===== src/hdl/key_repeat_and_char_translate_macros.svh =====
// Assertion macros for the key repeat and character translate block
`ifndef KEY_REPEAT_AND_CHAR_TRANSLATE_MACROS_SVH
`define KEY_REPEAT_AND_CHAR_TRANSLATE_MACROS_SVH
`ifndef NO_ASSERTIONS
// cons must hold in the same cycle as ante
`define KRCT_ASSERT_IMP(label, clk, rst_n, ante, cons) \
	label: assert property (@(posedge clk) disable iff (!rst_n) (ante) |-> (cons)) \
		else $error("krct assertion failed");
// cons must hold in the cycle after ante
`define KRCT_ASSERT_NXT(label, clk, rst_n, ante, cons) \
	label: assert property (@(posedge clk) disable iff (!rst_n) (ante) |=> (cons)) \
		else $error("krct assertion failed");
`else
`define KRCT_ASSERT_IMP(label, clk, rst_n, ante, cons)
`define KRCT_ASSERT_NXT(label, clk, rst_n, ante, cons)
`endif
`endif


===== src/hdl/krct_pkg.sv =====
// Shared types and constants of the key repeat and character translate block
package krct_pkg;

	localparam int KEY_CODES   = 256;
	localparam int KAW         = $clog2(KEY_CODES);
	localparam int QUEUE_DEPTH = 64;
	localparam int QAW         = $clog2(QUEUE_DEPTH);
	localparam int QCW         = $clog2(QUEUE_DEPTH + 1);
	localparam int MAX_OUT     = 63;
	localparam int OUT_CW      = $clog2(MAX_OUT + 1);
	localparam int TIME_W      = 63;

	localparam int PADDR_W = 5;
	localparam int REG_AW  = 3;

	localparam logic [REG_AW-1:0] REG_HOLD_LIMIT   = 3'd0;
	localparam logic [REG_AW-1:0] REG_RPT_PERIOD   = 3'd1;
	localparam logic [REG_AW-1:0] REG_QUEUE_LIMIT  = 3'd2;
	localparam logic [REG_AW-1:0] REG_LETTER_BASE  = 3'd3;
	localparam logic [REG_AW-1:0] REG_DIGIT_BASE   = 3'd4;
	localparam logic [REG_AW-1:0] REG_SHIFT_LEFT   = 3'd5;
	localparam logic [REG_AW-1:0] REG_SHIFT_RIGHT  = 3'd6;

	localparam logic [31:0] RST_HOLD_LIMIT   = 32'd1000000000;
	localparam logic [31:0] RST_RPT_PERIOD   = 32'd300000000;
	localparam logic [5:0]  RST_QUEUE_LIMIT  = 6'd62;
	localparam logic [7:0]  RST_LETTER_BASE  = 8'd29;
	localparam logic [7:0]  RST_DIGIT_BASE   = 8'd7;
	localparam logic [7:0]  RST_SHIFT_LEFT   = 8'd59;
	localparam logic [7:0]  RST_SHIFT_RIGHT  = 8'd60;

	localparam logic       FUNC_KEY   = 1'b0;
	localparam logic       FUNC_DRAIN = 1'b1;
	localparam logic [1:0] ACT_PRESS  = 2'd0;
	localparam logic       CMD_KEY    = 1'b0;
	localparam logic       CMD_DRAIN  = 1'b1;

	typedef struct packed {
		logic              func;
		logic [7:0]        key_code;
		logic [1:0]        key_action;
		logic [TIME_W-1:0] event_time;
	} req_t;

	typedef struct packed {
		logic [6:0] character;
		logic       char_valid;
		logic       last;
	} rsp_t;

	typedef struct packed {
		logic [31:0] hold_limit;
		logic [31:0] rpt_period;
		logic [5:0]  queue_limit;
		logic [7:0]  letter_base;
		logic [7:0]  digit_base;
		logic [7:0]  shift_left_code;
		logic [7:0]  shift_right_code;
	} cfg_t;

	typedef struct packed {
		logic              kind;
		logic              is_press;
		logic [7:0]        key_code;
		logic [1:0]        key_action;
		logic [TIME_W-1:0] event_time;
	} cmd_t;

	typedef struct packed {
		logic           drain_done;
		logic [QCW-1:0] q_count;
	} st_t;

endpackage


===== src/hdl/krct_front.sv =====
// Front end: accept transactions, classify them and hold them in a short command queue
module krct_front (
	input  logic            clk,
	input  logic            arst_n,
	input  logic            req_valid,
	input  krct_pkg::req_t  req,
	output logic            req_ready,
	output logic            cmd_valid,
	output krct_pkg::cmd_t  cmd,
	input  logic            cmd_ready
);

	localparam int CQ_DEPTH = 2;

	krct_pkg::cmd_t fifo_q [CQ_DEPTH];
	logic           wr_q;
	logic           rd_q;
	logic [1:0]     cnt_q;
	krct_pkg::cmd_t cmd_in;
	logic           keep;
	logic           push;
	logic           pop;

	// drop key events whose code falls outside the table
	always_comb begin
		keep = (req.func == krct_pkg::FUNC_DRAIN) || (32'(req.key_code) < krct_pkg::KEY_CODES);
		cmd_in.kind       = (req.func == krct_pkg::FUNC_DRAIN) ? krct_pkg::CMD_DRAIN
		                                                       : krct_pkg::CMD_KEY;
		cmd_in.is_press   = (req.key_action == krct_pkg::ACT_PRESS);
		cmd_in.key_code   = req.key_code;
		cmd_in.key_action = req.key_action;
		cmd_in.event_time = req.event_time;
	end

	assign req_ready = (32'(cnt_q) < CQ_DEPTH);
	assign cmd_valid = (cnt_q != '0);
	assign cmd       = fifo_q[rd_q];
	assign push      = req_valid && req_ready && keep;
	assign pop       = cmd_valid && cmd_ready;

	always_ff @(posedge clk) begin
		if (push) begin
			fifo_q[wr_q] <= cmd_in;
		end
	end

	always_ff @(posedge clk or negedge arst_n) begin
		if (!arst_n) begin
			wr_q  <= 1'b0;
			rd_q  <= 1'b0;
			cnt_q <= '0;
		end else begin
			if (push) begin
				wr_q <= ~wr_q;
			end
			if (pop) begin
				rd_q <= ~rd_q;
			end
			if (push && !pop) begin
				cnt_q <= cnt_q + 1'b1;
			end else if (pop && !push) begin
				cnt_q <= cnt_q - 1'b1;
			end
		end
	end

endmodule


===== config.mk =====
export PLATFORM = sky130hd
export DESIGN_NAME = krct_front
export DESIGN_NICKNAME = d
export VERILOG_FILES = /design/src/hdl/key_repeat_and_char_translate_macros.svh /design/src/hdl/krct_pkg.sv /design/src/hdl/krct_front.sv
export SDC_FILE = /design/constraint.sdc
export NUM_CORES = 1
export LEC_CHECK = 0
export BUFFER_PORTS_ARGS = -buffer_cell sky130_fd_sc_hd__buf_2
export CORE_MARGIN = 5
export CORE_UTILIZATION = 52
export DETAILED_ROUTE_END_ITERATION = 16
export MAX_ROUTING_LAYER = met4
export PLACE_DENSITY = 0.85
export SYNTH_ARGS = -nofsm -noshare
export SYNTH_HDL_FRONTEND = slang
export SYNTH_SLANG_ARGS = --single-unit

===== constraint.sdc =====
create_clock -name clk -period 5.95 [get_ports clk]
set_input_delay 0.8925 -clock clk [delete_from_list [all_inputs] [get_ports clk]]
set_output_delay 0.8925 -clock clk [all_outputs]
set_load 0.01 [all_outputs]

=== Yosys cells after proc, flatten, opt, wreduce, memory -nomap -nowiden ===
Memories as Yosys holds them, arrays and structs flattened.
Cells that the tools add are included.
Widths: inputs -> output; s select.

* Register bits after elaboration: 4
* Output and inout port bits: 77
* Input bits: 78
* Word-level logic and storage cells: 23
* Memories: 1
* RAM bits: 150

{| class="wikitable"
|+ Memories
! memory !! words !! bits a word !! read ports !! clocked after Yosys merged registers in !! write ports !! line !! RTL
|-
| fifo_q || 2 || 75 || 1 || 0 || 1 || krct_front.sv:15 || <nowiki>krct_pkg::cmd_t fifo_q [CQ_DEPTH];</nowiki>
|}

* Add/sub/neg operators: 2
* Reductions and logical operators: 9
* Bitwise logic cells: 2
* Mux-type cells: 5
* Order comparisons: 1

{| class="wikitable"
|+ Operators by type and width
! cell !! number
|-
| $logic_and 1x1->1 || 4
|-
| $mux 2 || 2
|-
| $reduce_bool 2->1 || 2
|-
| $mux 1 || 3
|-
| $add 2x1->2 const B || 1
|-
| $logic_not 1->1 || 2
|-
| $logic_not 2->1 || 1
|-
| $lt 2x2->1 const B || 1
|-
| $not 1->1 || 2
|-
| $sub 2x1->2 const B || 1
|}

=== Longest topological paths before layout ===
* Depth in word-level cells: 6
* Gate-level depth with buffers: 6
* Depth with buffers taken out: 6

=== Least setup slack after synthesis ===
No wires, ideal clock.

* Path type: in2reg
* Start: input req_valid
* End: memory fifo_q[0][0] in the netlist's numbering, enable pin
* Arrival time: 4.491 ns
* Buffers on the path: 0
* Data required time: 5.432 ns
* Cell stages on the path: 2
* Slack: 0.941 ns
* Library setup time: 0.518 ns
* Cells stage by stage: nor2b_1 -> nor2b_1

* Longest elaborated chain between the ends: 3

{| class="wikitable"
|+ RTL lines
! element !! line !! RTL
|-
| from (decl) || krct_front.sv:5 || <nowiki>input logic req_valid,</nowiki>
|-
| $logic_and 1x1->1 || krct_front.sv:38 || <nowiki>assign push = req_valid && req_ready && keep;</nowiki>
|-
| $mux 1 || krct_front.sv:42 || <nowiki>if (push) begin</nowiki>
|-
| $mux 1 (not written as such) || krct_front.sv:43 || <nowiki>fifo_q[wr_q] <= cmd_in;</nowiki>
|-
| to (decl) || krct_front.sv:15 ||
|}

No other way between the ends.

==> impl_metrics.json <==
{
  "critical_path_class": "reg2out",
  "yosysTopAreaCell": "edfxtp_1",
  "ys_warn_count": 0,
  "num_vias": 2880,
  "drc": 0,
  "cp_slowest_stage_delay_ps": 750,
  "cpMaxStageDelayCell": "dfrtp_4",
  "fp.dieW_um": 115,
  "fin_skew_ps": 7.64,
  "routed_via_density": 5.04,
  "finalCritPeriodShare_pct": 57.8,
  "routed_wl_mm": 10.2,
  "grt_max_degree": 76,
  "synthFlopType": "edfxtp_1",
  "rows": 38,
  "grt_pass1_vias": 3166,
  "dpl.hpwl_mm": 6.62,
  "cap_viol_max_count": 0,
  "start_util_pct": 53.2,
  "drtAntennaViolNets": 0,
  "power.switching_uw": 969,
  "grt_overflow": 0,
  "status": "finished, final reports clean",
  "ioPinCount": 155,
  "initialDrtViolationCount": 149,
  "synth.distinct_cells": 16,
  "slew_violations": 0,
  "clkTransAtPathRegs_ps": 60,
  "synth_seq_cells": 154,
  "relSlewSlack_pct": 31.1,
  "synth-edff-count": 150,
  "finalSetupViolCount": 0,
  "clock_latency_ps": 510,
  "vdd.ir_drop.worst_uv": 467,
  "cts_buffers": 17,
  "fin_hold_ws_ps": 173,
  "power_frac_seq_pct": 44.0,
  "netlist.area_leader.share_pct": 78.2,
  "swShare_pct": 27.8,
  "power_uw": 3480,
  "syn_area_um2": 5760,
  "port_buffers": 154,
  "antenna_cells": 0,
  "critPathRequiredTime_ps": 5060,
  "die_area_um2": 13300,
  "synth_area_leaders": "edfxtp_1 (78%), mux2_4 (10%), mux2_2 (6.8%), dfrtp_1 (1.7%), buf_6 (0.78%)",
  "hold_viol": 0,
  "synth_seq_area_share_pct": 79.9,
  "p_leak_uw": 0.00282,
  "gp_congestion": 0.745,
  "syn_inst": 251,
  "crit_path_end_kind": "output port",
  "async_flop_share_pct": 2.60,
  "min_period_ps": 3440,
  "ys_top_cells_by_count": "edfxtp_1 (150), mux2_4 (40), mux2_2 (35)",
  "finalNetCount": 497,
  "intPower_uw": 2510,
  "clockBufferDepth": 2,
  "cts_resized": 0,
  "share_comb_of_total_power_pct": 27.2,
  "cts_tree": "yes",
  "grt_pass1_wl_mm": 15.4,
  "htreeDepth": 4,
  "clock.fmax_mhz": 291,
  "syn_to_final_growth_pct": 25.6,
  "antenna_found_initial": 0,
  "worst_slew_pin_slew_ps": 1030,
  "path_max_fanout": 46,
  "root_buffer": "clkbuf_8",
  "holdBufCountCts": 0,
  "pwr-share-clk_pct": 28.8,
  "die_y_um": 115,
  "syn_nets": 330,
  "rsz0062_at_grt": "no",
  "min_path_type": "in2async",
  "avgRoutedWirePerCell_um": 17.8,
  "tns_ps": 0,
  "synth.most_common_cell": "edfxtp_1",
  "cts_sinks": 154,
  "start_kind": "flop",
  "drive_gt1_share_pct": 61.0,
  "drt-pass1-iter-count": 4,
  "track_usage_pct": 16.3,
  "cp.arrival_ps": 2550,
  "cp_cell_sequence": "buf_4 -> mux2_2 -> buf_2",
  "power_density_nw_per_um2": 481,
  "coreArea_um2": 10800,
  "cts_setup_buffers": 0,
  "avgSynthCellArea_um2": 23.0
}
## registers in the layout (all words and copies together) (netlist names)
signal  count
wr_q        1
fifo_q    150
cnt_q       2
rd_q        1
## cells in the final DEF (no fill, tap or decap), drive strengths merged
cell type  netlist  routed
nor2             2       2
ha               1       1
clkinv           0       7
or2              1       1
bufinv           0       2
clkinvlp         0       3
nand2            1       1
inv              1       3
clkbuf           0      18
and2             1       1
xor2             2       2
dfrtp            4       4
edfxtp         150     150
buf              8     156
mux2            75      75
nor2b            2       2
xnor2            3       3
## cells by family (layout without fill, tap and decap cells)
group         count (synthesis)  after routing  synth area share [%]
mux                          75             75                  17.3
xor+xnor                      5              5                 0.760
simple gates                  7              7                 0.630
buf+inv                       9            189                  1.24
flops                       154            154                  79.9
fa+ha+maj                     1              1                 0.217
## final timing paths
check	start	endpoint	slack [ps]	depth (start not counted)
worst min register to register	cnt_q[0]$_DFFE_PN0P_	cnt_q[0]$_DFFE_PN0P_	530	1
worst min-delay path	arst_n	wr_q$_DFFE_PN0P_	170	1
worst max-delay path	rd_q$_DFFE_PN0P_	cmd[74]	2510	3
max in group asynchronous	arst_n	rd_q$_DFFE_PN0P_	5640	1
min in group clk	cnt_q[0]$_DFFE_PN0P_	cnt_q[0]$_DFFE_PN0P_	530	1
worst max register to register	cnt_q[1]$_DFFE_PN0P_	fifo_q[0][21]$_DFFE_PP_	3350	3
## worst max-delay path, delay by kind of cell, from the launching register on
family / cells / cell delay (ps)
flip-flops: 1 / 750
multiplexers: 1 / 410
buffers and inverters: 2 / 810
## area by class of cell
class	instances	area (µm²)
clock inverters	14	149
clock buffers	18	418
repair buffers	156	786
well taps	140	175
flip-flops and latches	154	4610
inverters	1	3.75
multi-input cells	88	1100
fillers	741	3600
## power groups by stage
stage / clock (µW) / sequential [µW] / combinational, µW
final: 1000 / 1530 / 946
after global routing: 1080 / 1550 / 1020
after CTS: 1030 / 1540 / 969
after detailed placement: 0 / 1560 / 964
after global placement: 0 / 1540 / 946
after floorplan: 0 / 1500 / 706
## stage by stage
step                      setup slack [ps]  cells  util (%)  instance area (µm²)
final                                 2510    571      66.8                 7240
after global routing                  2350    571      66.8                 7240
after CTS                             2430    571      66.8                 7240
after detailed placement              2720    539      61.5                 6670
after global placement                2790    539      61.5                 6670
after floorplan                        941    251         -                 5760
## per-layer routing
metal	GRT usage, %	wire [µm]
met3	4.95	752
met4	6.34	136
met2	26.9	5360
met5	-	0
met1	18.8	3930
(Power assumes the default switching activity.)
