===== config.mk =====
export PLATFORM = sky130hd
export DESIGN_NAME = krct_out_buf
export DESIGN_NICKNAME = d
export VERILOG_FILES = /design/src/hdl/key_repeat_and_char_translate_macros.svh /design/src/hdl/krct_pkg.sv /design/src/hdl/krct_out_buf.sv
export SDC_FILE = /design/constraint.sdc
export NUM_CORES = 1
export LEC_CHECK = 0
export BUFFER_PORTS_ARGS = -buffer_cell sky130_fd_sc_hd__buf_2
export CAP_MARGIN = 30
export CORE_UTILIZATION = 49
export CTS_CLUSTER_SIZE = 30
export DETAILED_ROUTE_END_ITERATION = 6
export HOLD_SLACK_MARGIN = 0.08
export PLACE_DENSITY = 0.85
export SETUP_SLACK_MARGIN = 0.02
export SLEW_MARGIN = 15
export SYNTH_ARGS = -nofsm -noshare
export SYNTH_HDL_FRONTEND = slang
export SYNTH_SLANG_ARGS = --single-unit
export TNS_END_PERCENT = 1

===== constraint.sdc =====
create_clock -name clk -period 1.6 [get_ports clk]
set_input_delay 0.32 -clock clk [delete_from_list [all_inputs] [get_ports clk]]
set_output_delay 0.32 -clock clk [all_outputs]
set_load 0.02 [all_outputs]

===== src/hdl/key_repeat_and_char_translate_macros.svh =====
// Assertion macros for the key repeat and character translate block
`ifndef KEY_REPEAT_AND_CHAR_TRANSLATE_MACROS_SVH
`define KEY_REPEAT_AND_CHAR_TRANSLATE_MACROS_SVH
`ifndef NO_ASSERTIONS
// cons must hold in the same cycle as ante
`define KRCT_ASSERT_IMP(label, clk, rst_n, ante, cons) \
	label: assert property (@(posedge clk) disable iff (!rst_n) (ante) |-> (cons)) \
		else $error("krct assertion failed");
// cons must hold in the cycle after ante
`define KRCT_ASSERT_NXT(label, clk, rst_n, ante, cons) \
	label: assert property (@(posedge clk) disable iff (!rst_n) (ante) |=> (cons)) \
		else $error("krct assertion failed");
`else
`define KRCT_ASSERT_IMP(label, clk, rst_n, ante, cons)
`define KRCT_ASSERT_NXT(label, clk, rst_n, ante, cons)
`endif
`endif


===== src/hdl/krct_pkg.sv =====
// Shared types and constants of the key repeat and character translate block
package krct_pkg;

	localparam int KEY_CODES   = 256;
	localparam int KAW         = $clog2(KEY_CODES);
	localparam int QUEUE_DEPTH = 64;
	localparam int QAW         = $clog2(QUEUE_DEPTH);
	localparam int QCW         = $clog2(QUEUE_DEPTH + 1);
	localparam int MAX_OUT     = 63;
	localparam int OUT_CW      = $clog2(MAX_OUT + 1);
	localparam int TIME_W      = 63;

	localparam int PADDR_W = 5;
	localparam int REG_AW  = 3;

	localparam logic [REG_AW-1:0] REG_HOLD_LIMIT   = 3'd0;
	localparam logic [REG_AW-1:0] REG_RPT_PERIOD   = 3'd1;
	localparam logic [REG_AW-1:0] REG_QUEUE_LIMIT  = 3'd2;
	localparam logic [REG_AW-1:0] REG_LETTER_BASE  = 3'd3;
	localparam logic [REG_AW-1:0] REG_DIGIT_BASE   = 3'd4;
	localparam logic [REG_AW-1:0] REG_SHIFT_LEFT   = 3'd5;
	localparam logic [REG_AW-1:0] REG_SHIFT_RIGHT  = 3'd6;

	localparam logic [31:0] RST_HOLD_LIMIT   = 32'd1000000000;
	localparam logic [31:0] RST_RPT_PERIOD   = 32'd300000000;
	localparam logic [5:0]  RST_QUEUE_LIMIT  = 6'd62;
	localparam logic [7:0]  RST_LETTER_BASE  = 8'd29;
	localparam logic [7:0]  RST_DIGIT_BASE   = 8'd7;
	localparam logic [7:0]  RST_SHIFT_LEFT   = 8'd59;
	localparam logic [7:0]  RST_SHIFT_RIGHT  = 8'd60;

	localparam logic       FUNC_KEY   = 1'b0;
	localparam logic       FUNC_DRAIN = 1'b1;
	localparam logic [1:0] ACT_PRESS  = 2'd0;
	localparam logic       CMD_KEY    = 1'b0;
	localparam logic       CMD_DRAIN  = 1'b1;

	typedef struct packed {
		logic              func;
		logic [7:0]        key_code;
		logic [1:0]        key_action;
		logic [TIME_W-1:0] event_time;
	} req_t;

	typedef struct packed {
		logic [6:0] character;
		logic       char_valid;
		logic       last;
	} rsp_t;

	typedef struct packed {
		logic [31:0] hold_limit;
		logic [31:0] rpt_period;
		logic [5:0]  queue_limit;
		logic [7:0]  letter_base;
		logic [7:0]  digit_base;
		logic [7:0]  shift_left_code;
		logic [7:0]  shift_right_code;
	} cfg_t;

	typedef struct packed {
		logic              kind;
		logic              is_press;
		logic [7:0]        key_code;
		logic [1:0]        key_action;
		logic [TIME_W-1:0] event_time;
	} cmd_t;

	typedef struct packed {
		logic           drain_done;
		logic [QCW-1:0] q_count;
	} st_t;

endpackage


===== src/hdl/krct_out_buf.sv =====
// Two-entry result buffer between the back end and the result channel
module krct_out_buf (
	input  logic            clk,
	input  logic            arst_n,
	input  logic            fill_valid,
	input  krct_pkg::rsp_t  fill,
	output logic            fill_ready,
	output logic            rsp_valid,
	output krct_pkg::rsp_t  rsp,
	input  logic            rsp_ready
);

	localparam int OB_DEPTH = 2;

	krct_pkg::rsp_t buf_q [OB_DEPTH];
	logic           wr_q;
	logic           rd_q;
	logic [1:0]     cnt_q;
	logic           push;
	logic           pop;

	assign fill_ready = (32'(cnt_q) < OB_DEPTH);
	assign rsp_valid  = (cnt_q != '0);
	assign rsp        = buf_q[rd_q];
	assign push       = fill_valid && fill_ready;
	assign pop        = rsp_valid && rsp_ready;

	always_ff @(posedge clk) begin
		if (push) begin
			buf_q[wr_q] <= fill;
		end
	end

	always_ff @(posedge clk or negedge arst_n) begin
		if (!arst_n) begin
			wr_q  <= 1'b0;
			rd_q  <= 1'b0;
			cnt_q <= '0;
		end else begin
			if (push) begin
				wr_q <= ~wr_q;
			end
			if (pop) begin
				rd_q <= ~rd_q;
			end
			if (push && !pop) begin
				cnt_q <= cnt_q + 1'b1;
			end else if (pop && !push) begin
				cnt_q <= cnt_q - 1'b1;
			end
		end
	end

endmodule


### After elaboration in Yosys (flattened, before gate mapping)

Memories as Yosys holds them, arrays and structs flattened.
Index checks and enable logic that the tools add are counted.

* register bits after elaboration: 4
* memory bits (writable): 18
* input port bits: 13
* output and inout port bits: 11
* logic and storage cells: 21
* memories: 1

* $add $sub $neg: 2
* magnitude comparators: 1
* mux-type cells: 4
* bitwise logic cells: 2
* reductions and logical operators: 8

Memories
* buf_q: depth 2, bits a word 9, read ports 1, clocked after Yosys merged registers in 0, wr ports 1, RTL line krct_out_buf.sv:15 `krct_pkg::rsp_t buf_q [OB_DEPTH];`

Operator list (count)
* $logic_and A1 B1 Y1: 4
* $mux W2: 2
* $reduce_bool A2 Y1: 2
* $add A2 B1 Y2 const B: 1
* $logic_not A1 Y1: 2
* $lt A2 B2 Y1 const B: 1
* $mux W1: 2
* $not A1 Y1: 2
* $sub A2 B1 Y2 const B: 1

### Logic depth before layout (Yosys ltp)

* depth in word-level cells: 6
* depth in mapped cells: 6
* gate-level depth less buffers: 6

### Worst setup path after synthesis

Ideal clock, no wire load.

* kind: reg-to-reg
* start: register cnt_q[1]
* end: memory buf_q[0][0] (netlist bit), enable pin
* library setup time: 0.375 ns
* arrival time: 1.089 ns
* required time: 1.225 ns
* slack: 0.136 ns
* stages on the path, launching flop included: 3
* path buffers: 0
* clock period less this slack: 1.464 ns
* cell sequence: dfrtp_1 -> and2b_1 -> nor2b_1

* word-level cells in the longest chain between the ends: 4

Ends and longest elaborated chain
* start: declaration: RTL line krct_out_buf.sv:18 `logic [1:0] cnt_q;`
* start signal: assignment: RTL line krct_out_buf.sv:47 `cnt_q <= cnt_q + 1'b1;`
* start signal: assignment: RTL line krct_out_buf.sv:49 `cnt_q <= cnt_q - 1'b1;`
* $lt A2 B2 Y1: RTL line krct_out_buf.sv:22 `assign fill_ready = (32'(cnt_q) < OB_DEPTH);`
* $logic_and A1 B1 Y1: RTL line krct_out_buf.sv:25 `assign push = fill_valid && fill_ready;`
* named net push: RTL line krct_out_buf.sv:19 `logic push;`
* $mux W1: RTL line krct_out_buf.sv:29 `if (push) begin`
* $mux W1 (implied by the code): RTL line krct_out_buf.sv:30 `buf_q[wr_q] <= fill;`
* end: declaration: RTL line krct_out_buf.sv:15

The timed path passes the listed nets, and every way through them passes these cells.

==> results.md <==
- The run finished, with violations left.
- The checks that failed: DRC, setup timing.
- The final count of pins violating max slew is 0.
- The final instance area is 0.00109 sq mm.
- The initial utilization of the core area, before any placement, comes to 0.544.
- The startpoint identified for the worst register-to-register timing path is cnt_q[1].
- The clock transition time at the flip-flop clock pins of the worst setup and hold paths is 0.11 ns.
- From left edge to right edge, the die measures 43.8 um.
- The endpoint of the most critical register-to-register path is buf_q[1][7].
- The headroom to the max-slew limit is 0.702.
- The number of ports placed on the die boundary is 24.
- Subtracting the final worst setup slack from the clock period gives roughly 1.6 ns.
- The total core area is 0.00158 sq mm.
- After detailed routing, the number of remaining DRC violations is 3.
- The final HPWL from detailed placement is 904 um.
- Dividing the detail-routed via count by the number of cells gives 5.14.
- The cell leakage power is between 0.4 and 0.5 nW.
- The synthesized flop and latch total is 22.
- The worst-case reg-to-reg path depth is 2.
- The count of nets after finishing is 90.
- The register-to-register setup slack is about 0.15 ns.
- Of all cell types, the one taking the most synthesized area is sky130_fd_sc_hd__edfxtp_1.
- By area the synthesized netlist is led by sky130_fd_sc_hd__edfxtp_1 63%, sky130_fd_sc_hd__mux2_2 12%, sky130_fd_sc_hd__dfrtp_1 12%.
- The clock net in this run drives a total of 22 sinks.
- The synthesized-area fraction occupied by ao, oa, aoi and oai cells was 0.
- The worst ir drop on vdd is 1110 uV.
- The top cell type's share of synthesized area is 0.631.
- For the worst setup path, the data arrival time is 1.29 ns.
- In this run the number of H-tree levels came out at 1.
- The clock insertion delay at the later pin of the skew report is 0.29 ns.
- The type of the worst min-delay path is in2reg.
- For this run, the number of Yosys warnings is 0.
- The number of stages on the worst hold path is 1.
- The via count of the first global-routing pass is 499.
- Counting flops with an async set or reset pin after synthesis yields a share of 0.182.
- For this run, the register share of the synthesized area comes to 0.747.
- The die footprint is 0.00192 sq mm.
- The number of flops mapped to enable cells by yosys is 18.
- The TritonCTS clock tree is done.
- The number of antenna violations at the first check in global routing was 0.
- The final worst slack is -0.00674 ns.
- The first-pass detailed-route iteration total is 5.
- The number of nets with antenna violations after detailed routing is 0.
- The average wire per standard cell is around 14 um.
- The area share of fa/ha/maj cells after synthesis is 0.0146.
- The floorplan has 14 rows.
- Relative to the synthesized area, the layout overhead comes to 26.9%.
- 0 antenna diodes ended up in the layout.
- In this run the clock root is driven by a sky130_fd_sc_hd__clkbuf_4.
- The global placer's final weighted congestion is 0.711.
- The maximum number of pins on one net before global-route repair is 13.
- Averaged over all synthesized cells, the footprint is 19.0 sq um.
- The worst-case clock skew is roughly 0.0023 ns.
- The startpoint kind of the worst setup timing path is a register.
- For this run, the share of the core covered by cells in the final layout is 0.690.
- Of all nets on the critical path, the largest fanout is 5.
- Global routing finished with a remaining overflow of 0.
- The pre-CTS worst setup slack is around 0.14 ns.
- The startpoint of the most critical hold path is fill[0].
- After synthesis, the share of cell area in mux cells is 0.118.
- The number of nets produced by synthesis is 59.
- For this run, the total global-route usage over all layers was measured as 0.158.
- The cell count after synthesis is 45.
- The final total power is 1.92 mW.
- The required arrival time at the worst endpoint is 1.28 ns.
- Power spread over the standard cell area amounts to 1770 mW/mm^2.
- The buffer levels on the longest clock path is 2.
- The path with the worst hold slack has its endpoint at buf_q[0][0].
- After detailed placement, the total cell area comes to 988 sq um.
- Wires add up to about 1200 um.
- The detailed-route via count is between 400 and 500.
- The endpoint kind of the worst setup timing path is a primary output.
- The wire length of the first global-routing pass is 2100 um.
- Setup violations remaining at the end of the flow were counted as 2.
- The most used flip-flop cell after synthesis is sky130_fd_sc_hd__edfxtp_1.
- In this run, distinct cell masters in the synthesized netlist total 14.
- The overall die height is ~44 um.
- The fraction of synthesized cell area in xor and xnor cells is 0.0511.
- The violation count after the first detailed-routing iteration is 9.
- The final total negative setup slack is -0.0113 ns.
- Static timing analysis puts the maximum clock frequency at 0.622 GHz.
- The kind of critical path is reg2out.
- The ratio of cells with drive above 1 in the final layout is 0.547.
- Max-cap violations in this run came to 0.
- At the pin with the least slew margin, the transition time is 0.448 ns.
- During placement, the flow inserted port buffers numbering 23.
- The hold violation total from the final report is 0.
- Setup repair after global routing could not meet its margin everywhere.
- By area, the combinational part of the netlist is dominated by multiplexers.
- Of the available clock period, the critical path in the final layout requires 1.00.
- By count the netlist is led by 18 x sky130_fd_sc_hd__edfxtp_1, 9 x sky130_fd_sc_hd__mux2_2, 4 x sky130_fd_sc_hd__dfrtp_1.
- After synthesis the cells add up to 857 sq um.
- The post-synthesis share of cell area spent on and, or, nand and nor gates is 0.0511.
- Yosys instantiated no cell more often than sky130_fd_sc_hd__edfxtp_1.
- Buffers inserted during clock tree synthesis total 3.
-- flip-flops by register name, summed over array words and instances, names as in the netlist --
register  count
rd_q          1
buf_q        18
cnt_q         2
wr_q          1
-- per-layer routing --
layer / vias to the layer above / track usage / wire [um]
li1: 227 / - / -
met1: 224 / 0.188 / 530
met2: 15 / 0.269 / 652
met3: 2 / 0.0250 / 37
met4: 0 / 0.0938 / 25
met5: - / 0 / 0
-- what timing repair did --
action	4_1_cts	5_1_grt
setup endpoints to repair	9	9
resized for setup	8	8
endpoints found under the hold margin	4	0
buffers inserted	2	0
hold buffers	1	0
-- final cells by class --
cell class | instances | area, sq um
Tap cell | 16 | 20.0
Clock buffer | 4 | 26.3
Multi-Input combinational cell | 21 | 209
Sequential cell | 22 | 642
Fill cell | 115 | 489
Inverter | 1 | 3.75
Timing Repair Buffer | 27 | 186
-- power by group --
| part | total, mW | internal (mW) | leakage (nW) | switching [mW] |
|---|---|---|---|---|
| registers | 0.839 | 0.774 | 0.211 | 0.0650 |
| logic | 0.839 | 0.428 | 0.217 | 0.411 |
| clock network | 0.244 | 0.0969 | 0.0150 | 0.147 |
| total | 1.92 | 1.30 | 0.443 | 0.623 |
-- per-stage QoR --
| stage | hold WS [ns] | instances |
|---|---|---|
| floorplan | 0.0244 | 45 |
| global placement | 0.130 | 84 |
| detailed placement | 0.133 | 84 |
| CTS | 0.202 | 91 |
| global route | 0.194 | 91 |
| finish | 0.208 | 91 |
-- worst max-delay path by stage --
stage	from	end	slack, ns	cells past startpoint
after floorplan	cnt_q[1]	buf_q[0][0]	0.14	2
after global placement	rd_q	rsp[2]	0.16	2
after detailed placement	rd_q	rsp[2]	0.14	2
after CTS	rd_q	rsp[2]	-0.01	3
after global routing	rd_q	rsp[6]	-0.05	3
final	rd_q	rsp[2]	-0.007	3
-- logic make-up (layout without fill, tap and decap cells) --
family | Yosys count | in the layout
buffers and inverters | 2 | 32
adders and majority gates | 1 | 1
DFF | 22 | 22
xor gates and xnor gates | 5 | 5
muxes | 9 | 9
and+or+nand+nor | 6 | 6
-- cells in the final DEF, fill, tap and decap left out, drive strengths merged --
master,Yosys,layout
buf,1,26
dlygate4sd3,0,1
and2b,1,1
mux2,9,9
or2,1,1
ha,1,1
nor2,1,1
xnor2,3,3
dfrtp,4,4
nand2,1,1
clkbuf,0,4
and2,1,1
edfxtp,18,18
inv,1,1
xor2,2,2
nor2b,1,1
-- worst max-delay path: stages (launching register included) --
cell	delay, ns
sky130_fd_sc_hd__dfrtp_2	0.43
sky130_fd_sc_hd__buf_6	0.14
sky130_fd_sc_hd__mux2_4	0.30
sky130_fd_sc_hd__buf_6	0.13
Power figures use the tool's default switching activity.
